--- src/rtl/core/imhq_pkg.sv ---
`timescale 1ns / 1ps
// ----------------------------------------------------------------------------
// imhq_pkg
// Shared types, codes and defaults for the indexed min-heap queue.
// ----------------------------------------------------------------------------
package imhq_pkg;

  localparam int ID_W         = 6;
  localparam int ID_SPACE     = 64;
  localparam int TIME_W       = 32;
  localparam int CNT_OUT_W    = 7;
  localparam int CNT_OUT_MAX  = 127;
  localparam int CAPACITY_DEF = 64;
  localparam int KEY_WIDTH_DEF = 32;

  typedef logic [1:0] req_t;
  localparam req_t REQ_INSERT = 2'd0;
  localparam req_t REQ_UPDATE = 2'd1;
  localparam req_t REQ_LOOKUP = 2'd2;

  typedef logic [1:0] status_t;
  localparam status_t ST_OK     = 2'd0;
  localparam status_t ST_FULL   = 2'd1;
  localparam status_t ST_ABSENT = 2'd2;
  localparam status_t ST_DUP    = 2'd3;

  // operand selection of the shared key comparator
  typedef enum logic [1:0] {
    CMP_UP   = 2'd0,  // moving key < parent key
    CMP_PICK = 2'd1,  // right key < left key
    CMP_DOWN = 2'd2   // child key < moving key
  } cmp_op_t;

endpackage

--- src/rtl/core/imhq_if.sv ---
`timescale 1ns / 1ps
// ----------------------------------------------------------------------------
// imhq_in_if / imhq_out_if
// Valid/ready channels for requests and results of the heap queue.
// ----------------------------------------------------------------------------
interface imhq_in_if;
  logic        valid;
  logic        ready;
  logic [1:0]  req_type;
  logic [5:0]  item_id;
  logic [31:0] time_key;

  modport source (output valid, req_type, item_id, time_key, input ready);
  modport sink   (input valid, req_type, item_id, time_key, output ready);
endinterface

interface imhq_out_if;
  logic        valid;
  logic        ready;
  logic [1:0]  status;
  logic        min_valid;
  logic [5:0]  min_id;
  logic [31:0] min_time;
  logic [31:0] found_time;
  logic [6:0]  entry_count;

  modport source (output valid, status, min_valid, min_id, min_time, found_time,
                  entry_count, input ready);
  modport sink   (input valid, status, min_valid, min_id, min_time, found_time,
                  entry_count, output ready);
endinterface

--- src/rtl/core/imhq_cmp.sv ---
`timescale 1ns / 1ps
// ----------------------------------------------------------------------------
// imhq_cmp
// Shared key comparator with operand selection per sift step.
// ----------------------------------------------------------------------------
module imhq_cmp import imhq_pkg::*; #(
  parameter int KW = KEY_WIDTH_DEF
) (
  input  cmp_op_t         op,
  input  logic [KW-1:0]   mov_key,
  input  logic [KW-1:0]   rd_key,
  input  logic [KW-1:0]   lft_key,
  input  logic [KW-1:0]   chd_key,
  output logic            lt
);

  logic [KW-1:0] a;
  logic [KW-1:0] b;

  always_comb begin
    case (op)
      CMP_UP: begin
        a = mov_key;
        b = rd_key;
      end
      CMP_PICK: begin
        a = rd_key;
        b = lft_key;
      end
      CMP_DOWN: begin
        a = chd_key;
        b = mov_key;
      end
      default: begin
        a = mov_key;
        b = mov_key;
      end
    endcase
  end

  assign lt = a < b;

endmodule

--- src/rtl/core/imhq_heap_mem.sv ---
`timescale 1ns / 1ps
// ----------------------------------------------------------------------------
// imhq_heap_mem
// Heap slot storage (id, key); one write, one registered read, root copy.
// ----------------------------------------------------------------------------
module imhq_heap_mem import imhq_pkg::*; #(
  parameter int CAPACITY = CAPACITY_DEF,
  parameter int KW       = KEY_WIDTH_DEF,
  parameter int AW       = 6
) (
  input  logic            clk,
  input  logic            rd_en,
  input  logic [AW-1:0]   rd_addr,
  output logic [ID_W-1:0] rd_id_r,
  output logic [KW-1:0]   rd_key_r,
  input  logic            wr_en,
  input  logic [AW-1:0]   wr_addr,
  input  logic [ID_W-1:0] wr_id,
  input  logic [KW-1:0]   wr_key,
  output logic [ID_W-1:0] root_id_r,
  output logic [KW-1:0]   root_key_r
);

  logic [ID_W-1:0] id_mem  [CAPACITY];
  logic [KW-1:0]   key_mem [CAPACITY];

  always_ff @(posedge clk) begin
    if (wr_en) begin
      id_mem[wr_addr]  <= wr_id;
      key_mem[wr_addr] <= wr_key;
    end
    if (rd_en) begin
      rd_id_r  <= id_mem[rd_addr];
      rd_key_r <= key_mem[rd_addr];
    end
  end

  // root mirror, valid whenever the entry count is nonzero
  always_ff @(posedge clk) begin
    if (wr_en && (wr_addr == '0)) begin
      root_id_r  <= wr_id;
      root_key_r <= wr_key;
    end
  end

endmodule

--- src/rtl/core/imhq_pos_map.sv ---
`timescale 1ns / 1ps
// ----------------------------------------------------------------------------
// imhq_pos_map
// Slot of each id, with per-id present bits cleared by reset.
// ----------------------------------------------------------------------------
module imhq_pos_map import imhq_pkg::*; #(
  parameter int AW = 6
) (
  input  logic            clk,
  input  logic            rst_n,
  input  logic            rd_en,
  input  logic [ID_W-1:0] rd_id,
  output logic [AW-1:0]   rd_pos_r,
  output logic            rd_present_r,
  input  logic            wr_en,
  input  logic [ID_W-1:0] wr_id,
  input  logic [AW-1:0]   wr_pos,
  input  logic            set_present
);

  logic [AW-1:0]       pos_mem [ID_SPACE];
  logic [ID_SPACE-1:0] present_r;

  always_ff @(posedge clk) begin
    if (wr_en) begin
      pos_mem[wr_id] <= wr_pos;
    end
    if (rd_en) begin
      rd_pos_r <= pos_mem[rd_id];
    end
  end

  always_ff @(posedge clk) begin
    if (!rst_n) begin
      present_r    <= '0;
      rd_present_r <= 1'b0;
    end else begin
      if (wr_en && set_present) begin
        present_r[wr_id] <= 1'b1;
      end
      if (rd_en) begin
        rd_present_r <= present_r[rd_id];
      end
    end
  end

endmodule

--- src/rtl/core/indexed_min_heap_queue.sv ---
`timescale 1ns / 1ps
// ----------------------------------------------------------------------------
// indexed_min_heap_queue
// Indexed binary min-heap of ids keyed by event time, with sift sequencer.
// ----------------------------------------------------------------------------
//
//  channel   dir  handshake        payload
//  in_chan   in   valid / ready    req_type, item_id, time_key
//  out_chan  out  valid / ready    status, min_valid, min_id, min_time,
//                                  found_time, entry_count
//
// One request at a time. Rejected requests and the unused code 3 go from
// decode straight to the result; a lookup reads the key of its slot first.
// Insert and a climbing update read the parent and compare per level
// climbed, then place the moving entry. Descending update, per level
// descended: left read, right read, pick, shift; the steps follow from the
// single read port of the heap memory and the one shared comparator. The
// result sits in an output register; a new request is taken once it is
// loaded, a stalled result only holds the sequencer at its last step. Reset
// is synchronous and clears the count and the present bits at once; no
// clearing pass.
//
module indexed_min_heap_queue import imhq_pkg::*; #(
  parameter int CAPACITY  = CAPACITY_DEF,
  parameter int KEY_WIDTH = KEY_WIDTH_DEF
) (
  input  logic       clk,
  input  logic       rst_n,
  imhq_in_if.sink    in_chan,
  imhq_out_if.source out_chan
);

  localparam int AW = (CAPACITY > 1) ? $clog2(CAPACITY) : 1;
  localparam int CW = $clog2(CAPACITY + 1);
  localparam int XW = AW + 2;
  localparam int KW = KEY_WIDTH;

  typedef enum logic [10:0] {
    S_IDLE  = 11'b000_0000_0001,
    S_DEC   = 11'b000_0000_0010,
    S_LK    = 11'b000_0000_0100,
    S_UP    = 11'b000_0000_1000,
    S_UPC   = 11'b000_0001_0000,
    S_DN    = 11'b000_0010_0000,
    S_DNL   = 11'b000_0100_0000,
    S_DNR   = 11'b000_1000_0000,
    S_DNS   = 11'b001_0000_0000,
    S_PLACE = 11'b010_0000_0000,
    S_DONE  = 11'b100_0000_0000
  } state_t;

  state_t state_r, state_nxt;

  // request and working registers
  req_t            req_r;
  logic [ID_W-1:0] id_r;
  logic [KW-1:0]   key_r;
  status_t         status_r;
  logic [KW-1:0]   found_r;
  logic [CW-1:0]   count_r, count_nxt;
  logic [AW-1:0]   hole_r;      // slot the moving entry currently occupies
  logic            upd_r;       // update: try descent if no climb
  logic            moved_r;
  logic [ID_W-1:0] lft_id_r;
  logic [KW-1:0]   lft_key_r;
  logic [ID_W-1:0] chd_id_r;
  logic [KW-1:0]   chd_key_r;
  logic [AW-1:0]   chd_addr_r;

  // output register
  logic            out_valid_r;
  status_t         out_status_r;
  logic            out_min_valid_r;
  logic [ID_W-1:0] out_min_id_r;
  logic [TIME_W-1:0] out_min_time_r;
  logic [TIME_W-1:0] out_found_r;
  logic [CNT_OUT_W-1:0] out_count_r;

  // memory ports
  logic            hp_rd_en;
  logic [AW-1:0]   hp_rd_addr;
  logic [ID_W-1:0] hp_rd_id;
  logic [KW-1:0]   hp_rd_key;
  logic            hp_wr_en;
  logic [ID_W-1:0] hp_wr_id;
  logic [KW-1:0]   hp_wr_key;
  logic [ID_W-1:0] root_id;
  logic [KW-1:0]   root_key;

  logic            pm_wr_en;
  logic [ID_W-1:0] pm_wr_id;
  logic            pm_set;
  logic [AW-1:0]   pm_pos;
  logic            pm_present;

  cmp_op_t cmp_op;
  logic    cmp_lt;

  logic in_fire;
  logic out_load;
  logic in_range;
  logic present;
  logic [AW-1:0] parent;
  logic [XW-1:0] lft_x;
  logic [XW-1:0] rgt_x;
  logic [XW-1:0] count_x;

  assign in_fire  = in_chan.valid && in_chan.ready;
  assign in_chan.ready = (state_r == S_IDLE);
  assign out_load = (state_r == S_DONE) && (!out_valid_r || out_chan.ready);

  assign in_range = 32'(id_r) < 32'(CAPACITY);
  assign present  = in_range && pm_present;
  assign parent   = AW'((hole_r - AW'(1)) >> 1);
  assign lft_x    = (XW'(hole_r) << 1) + XW'(1);
  assign rgt_x    = (XW'(hole_r) << 1) + XW'(2);
  assign count_x  = XW'(count_r);

  imhq_heap_mem #(.CAPACITY(CAPACITY), .KW(KW), .AW(AW)) u_heap (
    .clk       (clk),
    .rd_en     (hp_rd_en),
    .rd_addr   (hp_rd_addr),
    .rd_id_r   (hp_rd_id),
    .rd_key_r  (hp_rd_key),
    .wr_en     (hp_wr_en),
    .wr_addr   (hole_r),
    .wr_id     (hp_wr_id),
    .wr_key    (hp_wr_key),
    .root_id_r (root_id),
    .root_key_r(root_key)
  );

  imhq_pos_map #(.AW(AW)) u_pos (
    .clk         (clk),
    .rst_n       (rst_n),
    .rd_en       (in_fire),
    .rd_id       (in_chan.item_id),
    .rd_pos_r    (pm_pos),
    .rd_present_r(pm_present),
    .wr_en       (pm_wr_en),
    .wr_id       (pm_wr_id),
    .wr_pos      (hole_r),
    .set_present (pm_set)
  );

  imhq_cmp #(.KW(KW)) u_cmp (
    .op     (cmp_op),
    .mov_key(key_r),
    .rd_key (hp_rd_key),
    .lft_key(lft_key_r),
    .chd_key(chd_key_r),
    .lt     (cmp_lt)
  );

  // sequencer and memory control
  always_comb begin
    state_nxt  = state_r;
    count_nxt  = count_r;
    hp_rd_en   = 1'b0;
    hp_rd_addr = parent;
    hp_wr_en   = 1'b0;
    hp_wr_id   = id_r;
    hp_wr_key  = key_r;
    pm_wr_en   = 1'b0;
    pm_wr_id   = id_r;
    pm_set     = 1'b0;
    cmp_op     = CMP_UP;
    case (state_r)
      S_IDLE: begin
        if (in_fire) begin
          state_nxt = S_DEC;
        end
      end
      S_DEC: begin
        state_nxt = S_DONE;
        case (req_r)
          REQ_INSERT: begin
            if (in_range && !present && (32'(count_r) < 32'(CAPACITY))) begin
              count_nxt = count_r + CW'(1);
              state_nxt = S_UP;
            end
          end
          REQ_UPDATE: begin
            if (present) begin
              state_nxt = S_UP;
            end
          end
          REQ_LOOKUP: begin
            if (present) begin
              hp_rd_en   = 1'b1;
              hp_rd_addr = pm_pos;
              state_nxt  = S_LK;
            end
          end
          default: ;
        endcase
      end
      S_LK: begin
        state_nxt = S_DONE;
      end
      S_UP: begin
        if (hole_r == '0) begin
          state_nxt = (upd_r && !moved_r) ? S_DN : S_PLACE;
        end else begin
          hp_rd_en  = 1'b1;
          state_nxt = S_UPC;
        end
      end
      S_UPC: begin
        cmp_op = CMP_UP;
        if (cmp_lt) begin
          // parent moves down into the hole
          hp_wr_en  = 1'b1;
          hp_wr_id  = hp_rd_id;
          hp_wr_key = hp_rd_key;
          pm_wr_en  = 1'b1;
          pm_wr_id  = hp_rd_id;
          state_nxt = S_UP;
        end else begin
          state_nxt = (upd_r && !moved_r) ? S_DN : S_PLACE;
        end
      end
      S_DN: begin
        if (lft_x < count_x) begin
          hp_rd_en   = 1'b1;
          hp_rd_addr = AW'(lft_x);
          state_nxt  = S_DNL;
        end else begin
          state_nxt = S_PLACE;
        end
      end
      S_DNL: begin
        if (rgt_x < count_x) begin
          hp_rd_en   = 1'b1;
          hp_rd_addr = AW'(rgt_x);
          state_nxt  = S_DNR;
        end else begin
          state_nxt = S_DNS;
        end
      end
      S_DNR: begin
        cmp_op    = CMP_PICK;
        state_nxt = S_DNS;
      end
      S_DNS: begin
        cmp_op = CMP_DOWN;
        if (cmp_lt) begin
          // smaller child moves up into the hole
          hp_wr_en  = 1'b1;
          hp_wr_id  = chd_id_r;
          hp_wr_key = chd_key_r;
          pm_wr_en  = 1'b1;
          pm_wr_id  = chd_id_r;
          state_nxt = S_DN;
        end else begin
          state_nxt = S_PLACE;
        end
      end
      S_PLACE: begin
        hp_wr_en  = 1'b1;
        pm_wr_en  = 1'b1;
        pm_set    = 1'b1;
        state_nxt = S_DONE;
      end
      S_DONE: begin
        if (out_load) begin
          state_nxt = S_IDLE;
        end
      end
      default: state_nxt = S_IDLE;
    endcase
  end

  always_ff @(posedge clk) begin
    if (!rst_n) begin
      state_r <= S_IDLE;
      count_r <= '0;
    end else begin
      state_r <= state_nxt;
      count_r <= count_nxt;
    end
  end

  // working datapath
  always_ff @(posedge clk) begin
    case (state_r)
      S_IDLE: begin
        if (in_fire) begin
          req_r    <= in_chan.req_type;
          id_r     <= in_chan.item_id;
          key_r    <= KW'(in_chan.time_key);
          status_r <= ST_OK;
          found_r  <= '0;
        end
      end
      S_DEC: begin
        upd_r   <= (req_r == REQ_UPDATE);
        moved_r <= 1'b0;
        case (req_r)
          REQ_INSERT: begin
            if (!in_range) begin
              status_r <= ST_ABSENT;
            end else if (present) begin
              status_r <= ST_DUP;
            end else if (32'(count_r) >= 32'(CAPACITY)) begin
              status_r <= ST_FULL;
            end else begin
              hole_r <= AW'(count_r);
            end
          end
          REQ_UPDATE, REQ_LOOKUP: begin
            if (!present) begin
              status_r <= ST_ABSENT;
            end else begin
              hole_r <= pm_pos;
            end
          end
          default: ;
        endcase
      end
      S_LK: begin
        found_r <= hp_rd_key;
      end
      S_UPC: begin
        if (cmp_lt) begin
          hole_r  <= parent;
          moved_r <= 1'b1;
        end
      end
      S_DNL: begin
        lft_id_r   <= hp_rd_id;
        lft_key_r  <= hp_rd_key;
        chd_id_r   <= hp_rd_id;
        chd_key_r  <= hp_rd_key;
        chd_addr_r <= AW'(lft_x);
      end
      S_DNR: begin
        // left wins ties
        if (cmp_lt) begin
          chd_id_r   <= hp_rd_id;
          chd_key_r  <= hp_rd_key;
          chd_addr_r <= AW'(rgt_x);
        end else begin
          chd_id_r   <= lft_id_r;
          chd_key_r  <= lft_key_r;
        end
      end
      S_DNS: begin
        if (cmp_lt) begin
          hole_r <= chd_addr_r;
        end
      end
      default: ;
    endcase
  end

  // result register
  always_ff @(posedge clk) begin
    if (!rst_n) begin
      out_valid_r <= 1'b0;
    end else if (out_load) begin
      out_valid_r <= 1'b1;
    end else if (out_chan.ready) begin
      out_valid_r <= 1'b0;
    end
  end

  always_ff @(posedge clk) begin
    if (out_load) begin
      out_status_r    <= status_r;
      out_min_valid_r <= (count_r != '0);
      out_min_id_r    <= (count_r != '0) ? root_id : '0;
      out_min_time_r  <= (count_r != '0) ? TIME_W'(root_key) : '0;
      out_found_r     <= TIME_W'(found_r);
      out_count_r     <= (32'(count_r) > CNT_OUT_MAX) ? CNT_OUT_W'(CNT_OUT_MAX)
                                                      : CNT_OUT_W'(count_r);
    end
  end

  assign out_chan.valid       = out_valid_r;
  assign out_chan.status      = out_status_r;
  assign out_chan.min_valid   = out_min_valid_r;
  assign out_chan.min_id      = out_min_id_r;
  assign out_chan.min_time    = out_min_time_r;
  assign out_chan.found_time  = out_found_r;
  assign out_chan.entry_count = out_count_r;

  // checks
  a_count_bound: assert property (@(posedge clk) disable iff (!rst_n)
    32'(count_r) <= 32'(CAPACITY))
    else $error("entry count above capacity");

  a_accept_decodes: assert property (@(posedge clk) disable iff (!rst_n)
    in_fire |=> (state_r == S_DEC))
    else $error("accepted item not decoded");

  a_write_in_heap: assert property (@(posedge clk) disable iff (!rst_n)
    hp_wr_en |-> ((CW + 1)'(hole_r) < (CW + 1)'(count_r)))
    else $error("heap write beyond entry count");

  a_full_status: assert property (@(posedge clk) disable iff (!rst_n)
    (out_load && (status_r == ST_FULL)) |-> (32'(count_r) == 32'(CAPACITY)))
    else $error("full status with free slots");

endmodule

--- src/flat_wrapper.sv ---
// flat-port wrapper written by rule: the top's interface ports become plain ports
module indexed_min_heap_queue_flat import imhq_pkg::*;
#(
  parameter int CAPACITY  = CAPACITY_DEF,
  parameter int KEY_WIDTH = KEY_WIDTH_DEF
)
  (clk, rst_n, in_chan_valid, in_chan_req_type, in_chan_item_id, in_chan_time_key, in_chan_ready, out_chan_valid, out_chan_status, out_chan_min_valid, out_chan_min_id, out_chan_min_time, out_chan_found_time, out_chan_entry_count, out_chan_ready);
  imhq_in_if in_chan_i ();
  imhq_out_if out_chan_i ();
  input  logic clk;
  input  logic rst_n;
  input wire logic [$bits(in_chan_i.valid)-1:0] in_chan_valid;
  input wire logic [$bits(in_chan_i.req_type)-1:0] in_chan_req_type;
  input wire logic [$bits(in_chan_i.item_id)-1:0] in_chan_item_id;
  input wire logic [$bits(in_chan_i.time_key)-1:0] in_chan_time_key;
  output wire logic [$bits(in_chan_i.ready)-1:0] in_chan_ready;
  output wire logic [$bits(out_chan_i.valid)-1:0] out_chan_valid;
  output wire logic [$bits(out_chan_i.status)-1:0] out_chan_status;
  output wire logic [$bits(out_chan_i.min_valid)-1:0] out_chan_min_valid;
  output wire logic [$bits(out_chan_i.min_id)-1:0] out_chan_min_id;
  output wire logic [$bits(out_chan_i.min_time)-1:0] out_chan_min_time;
  output wire logic [$bits(out_chan_i.found_time)-1:0] out_chan_found_time;
  output wire logic [$bits(out_chan_i.entry_count)-1:0] out_chan_entry_count;
  input wire logic [$bits(out_chan_i.ready)-1:0] out_chan_ready;
  assign in_chan_i.valid = in_chan_valid;
  assign in_chan_i.req_type = in_chan_req_type;
  assign in_chan_i.item_id = in_chan_item_id;
  assign in_chan_i.time_key = in_chan_time_key;
  assign in_chan_ready = in_chan_i.ready;
  assign out_chan_valid = out_chan_i.valid;
  assign out_chan_status = out_chan_i.status;
  assign out_chan_min_valid = out_chan_i.min_valid;
  assign out_chan_min_id = out_chan_i.min_id;
  assign out_chan_min_time = out_chan_i.min_time;
  assign out_chan_found_time = out_chan_i.found_time;
  assign out_chan_entry_count = out_chan_i.entry_count;
  assign out_chan_i.ready = out_chan_ready;
  indexed_min_heap_queue #(.CAPACITY(CAPACITY), .KEY_WIDTH(KEY_WIDTH)) u_core (.clk(clk), .rst_n(rst_n), .in_chan(in_chan_i), .out_chan(out_chan_i));
endmodule
--- config.mk ---
export PLATFORM = sky130hd
export DESIGN_NAME = indexed_min_heap_queue_flat
export DESIGN_NICKNAME = d
export VERILOG_FILES = /design/src/rtl/core/imhq_pkg.sv /design/src/rtl/core/imhq_if.sv /design/src/rtl/core/imhq_cmp.sv /design/src/rtl/core/imhq_heap_mem.sv /design/src/rtl/core/imhq_pos_map.sv /design/src/rtl/core/indexed_min_heap_queue.sv /design/src/flat_wrapper.sv
export SDC_FILE = /design/constraint.sdc
export NUM_CORES = 2
export LEC_CHECK = 0
export BUFFER_PORTS_ARGS = -buffer_cell sky130_fd_sc_hd__buf_2
export CAP_MARGIN = 10
export CORE_ASPECT_RATIO = 2
export CORE_MARGIN = 5
export CORE_UTILIZATION = 50
export CTS_BUF_LIST = sky130_fd_sc_hd__clkbuf_16
export CTS_CLUSTER_SIZE = 30
export DETAILED_ROUTE_END_ITERATION = 10
export PLACE_DENSITY = 0.76
export SLEW_MARGIN = 15
export SYNTH_ARGS = -nofsm -noshare
export SYNTH_HDL_FRONTEND = slang
export SYNTH_SLANG_ARGS = --single-unit
--- constraint.sdc ---
create_clock -name clk -period 12.2 [get_ports clk]
set_input_delay 1.83 -clock clk [delete_from_list [all_inputs] [get_ports clk]]
set_output_delay 1.83 -clock clk [all_outputs]
set_load 0.05 [all_outputs]
==> results by group <==
STA
  • Relative slew slack: 13.61%
  • Maximum clock rate: 108.2 MHz
  • Clock period minus final worst setup slack: 9241 ps
  • Number of hold violations in the final report: 0
  • Final Setup Violations: 0
  • Worst clock skew on the final layout: 50.52 ps
  • Transition time of the tightest slew-check pin: 1288 ps
  • Setup repair after global routing missed its margin: no
  • Fin crit share: 75.74%
  • Sum Neg Setup Slack: 0 ps
  • Final Slew Violations: 0
  • Final worst hold slack: 410.4 ps

GRT
  • GR met1 Demand/Resource: 31.45%
  • Total GRT Usage: 28.34%
  • Wire length of the first global-routing pass: 548.3 mm
  • Pin count of the biggest net entering global routing: 167
  • Fraction of met3 tracks used by global routing: 4.625%
  • Number of antenna violations at the first check in global routing: 51
  • Busiest layer in global routing: met2
  • Remaining global-route overflow: 0
  • Via count of the first global-routing pass: 76920
  • Met2 usage in global routing: 47.43%

Critical path
  • Startpoint type of the worst setup path: register
  • Worst R2R End: u_core.u_pos.pos_mem[18][0]
  • Crit path max-delay cell type: sky130_fd_sc_hd__nand4_1
  • Endpoint arrival time on the critical path: 9770 ps
  • Destination of the critical timing path: u_core.u_pos.pos_mem[18][0]
  • Buffers and inverters on the worst path: 6
  • Required time of the critical path: 12720 ps
  • Cell mode on critical path: sky130_fd_sc_hd__buf_4
  • R2r startpoint: u_core.state_r[0]
  • Cell family with the largest share of critical-path delay: simple AND/OR/NAND/NOR gates
  • Capturing element type of the critical path: register
  • Worst reg2reg setup slack: 2960 ps
  • Largest fanout on the critical path: 69
  • Length in cells of the worst reg-to-reg path: 23
  • Crit path cell chain: nor3_4 > nand2_1 > nor4_1 > nor2b_1 > and3b_1 > inv_1 > ha_1 > buf_4 > nor2_2 > buf_4 > a21oi_1 > ha_1 > a21oi_1 > o21ai_0 > a221o_1 > a21oi_1 > nor2b_4 > a22oi_1 > buf_4 > inv_2 > buf_4 > nand4_1 > nor2_1
  • Critical Path Start: u_core.state_r[0]
  • Setup CP Type: reg -> reg
  • Worst path depth: 23
  • Maximum cell stage delay along the critical path: 1180 ps

Clocking
  • Count of hold-fix buffers inserted at cts: 0
  • Maximum buffer depth of the clock tree: 4
  • Cts repair resizes: 0
  • Clk Tree Root Cell: sky130_fd_sc_hd__clkbuf_16
  • Count of H-tree levels built during CTS: 4
  • Clock latency reported for the late side of the worst-skew pair: 920 ps
  • Reg clk slew, reported paths: 80 ps
  • CTS tree: built
  • Setup bufs post-CTS: 0
  • Number of buffers created by CTS: 247
  • Clock sink count: 3226

Place
  • Placer congestion estimate: 0.9840
  • # port buffers: 125
  • # placed instances: 11780
  • Post-DP HPWL: 239.9 mm

Synthesis
  • Sequential fraction of the synthesis area: 75.22%
  • Register bit count reported by yosys: 3226
  • Number of warning messages in the yosys log: 0
  • Synthesized area per cell: 14.69 um2
  • Cells after synthesis: 8693
  • Top flip-flop cell by instance count after synthesis: sky130_fd_sc_hd__edfxtp_1
  • Number of enable flip-flop cells after synthesis: 3142
  • Async set or reset register ratio after synthesis: 0%
  • Cell area after technology mapping: 127700 um2
  • Number of distinct library cells after synthesis: 84
  • Synthesized netlist net count: 8791

Worst hold path
  • Worst hold-check path type: reg -> reg
  • Min-delay src: u_core.found_r[26]

Floorplanning
  • I/O pin total: 126
  • Std cell rows: 262
  • Starting density of the core: 50.19%
  • Die extent in x: 367.3 um
  • Vertical die dimension: 724.6 um
  • Die outline area: 266200 um2
  • Floorplan core area: 254400 um2

Route
  • Via count: 79960
  • Number of antenna-violating nets in the routed design: 0
  • Total iterations of the first detailed-routing run: 8
  • 1st-iter DRT viols: 11980
  • Vias per cell: 6.483
  • Routed wire length: 391.0 mm
  • Final routed wire length divided by cell count: 31.70 um
  • # DRC: 0

Finish
  • Commonest cells after routing, fill and taps aside: sky130_fd_sc_hd__edfxtp_1 (3142), sky130_fd_sc_hd__nand2_1 (1902), sky130_fd_sc_hd__nand3_1 (598)
  • Relative area change from synthesis to final layout: 10.73%
  • Proportion of layout cells with a drive suffix above 1: 11.86%
  • Filler-free cell count of the finished design: 12330
  • Number of nets in the finished design: 8825
  • Most common cell after layout, fill and taps aside: sky130_fd_sc_hd__edfxtp_1

Power and ir drop
  • Peak supply drop: 0.1362 mV
  • Pwr dens: 151.1 nW/um2
  • Leakage dissipation: 46.80 nW

Job
  • Max-cap violations: 0

Outcome
  • Run status: finished, final reports clean
synth_stat cells, drive strengths merged (9+ instances only):
cell type / instances / area share [%]
edfxtp: 3142 / 74
a211oi: 19 / 0.12
inv: 41 / 0.12
ha: 54 / 0.53
clkbuf: 294 / 0.86
and2: 78 / 0.38
nand4: 163 / 0.80
mux2i: 225 / 1.8
or3: 15 / 0.074
a31oi: 89 / 0.44
a221o: 11 / 0.086
a22o: 122 / 0.84
buf: 264 / 0.94
mux4: 147 / 2.6
or4: 13 / 0.076
and3: 114 / 0.56
a22oi: 220 / 1.3
nand2: 1903 / 5.6
and4: 20 / 0.14
nor2: 195 / 0.58
a2111oi: 9 / 0.062
xnor2: 11 / 0.075
a222oi: 17 / 0.13
a21o: 10 / 0.059
a21oi: 354 / 1.4
dfxtp: 84 / 1.3
o2111ai: 15 / 0.10
o41ai: 10 / 0.069
o21ai: 95 / 0.37
mux2: 43 / 0.38
a32oi: 125 / 0.86
nor3: 51 / 0.22
nor4: 14 / 0.097
o211ai: 14 / 0.082
nand3: 600 / 2.4
kinds of logic after synthesis:
logic type,share of synthesized area (%)
DFF,75.22
and+or+nand+nor,11.07
AOI/OAI and AO/OA,6.410
buffers and inverters,1.924
muxes,4.736
adders and majority gates,0.5292
xor gates and xnor gates,0.1098
power breakdown:
group / internal, W / leakage [nW] / switching [W] / total (W)
Combinational: 0.000166 / 13.6 / 0.000584 / 0.000750
Clock: 0.00456 / 4.22 / 0.00386 / 0.00842
Sequential: 0.0122 / 29.0 / 0.0000206 / 0.0122
Total: 0.0169 / 46.8 / 0.00447 / 0.0214
area by class of cell:
| cell class | instances | area [um2] |
|---|---|---|
| antenna | 103 | 257.7 |
| tap | 3300 | 4129 |
| clock inverter | 204 | 2066 |
| fill | 19150 | 113000 |
| timing repair buffer | 343 | 2626 |
| multi-input combinational | 4868 | 29870 |
| sequential | 3226 | 96030 |
| inverter | 41 | 153.9 |
| clock buffer | 249 | 6231 |
worst min-delay path by stage:
stage | to | slack, ps | cells after the start
final | u_core.out_chan.found_time[26] | 410 | 0
after global placement | u_core.out_chan.found_time[20] | 400 | 0
after CTS | u_core.out_chan.found_time[28] | 410 | 0
after detailed placement | u_core.out_chan.found_time[14] | 400 | 0
after global routing | u_core.out_chan.found_time[15] | 420 | 0
after floorplan | u_core.out_chan.found_time[0] | 400 | 0
flip-flops by register name (all words and copies together) (netlist names), 64 cells and up:
name                    count
u_core.u_pos.pos_mem      384
u_core.u_heap.id_mem      384
u_core.u_pos.present_r     64
u_core.u_heap.key_mem    2048
metal layers:
| layer | wire length, um | up-vias |
|---|---|---|
| met5 | 100 | - |
| met4 | 43120 | 16 |
| met3 | 37620 | 1285 |
| met2 | 191200 | 5678 |
| met1 | 118900 | 39680 |
| li1 | - | 33300 |
worst register-to-register path: cells and delay by family, from the launching register on:
family                   cells  cell delay [ps]
buffers and inverters        6             1920
flip-flops                   1              380
adder cells (fa/ha/maj)      2              580
AO/OA/AOI/OAI                6             1340
AND/OR/NAND/NOR              9             4630
stage by stage:
| stage | area (um2) | power [W] | utilization [%] | worst slack [ps] |
|---|---|---|---|---|
| final | 141400 | 0.02135 | 55.57 | 2959 |
| after global routing | 141300 | 0.02186 | 55.56 | 2576 |
| after CTS | 141100 | 0.02136 | 55.45 | 3064 |
| after detailed placement | 132800 | 0.01316 | 52.19 | 3157 |
| after global placement | 132500 | 0.01314 | 52.09 | 3174 |
| after floorplan | 127700 | 0.01281 | - | 5189 |
Power figures use the tool's default switching activity.
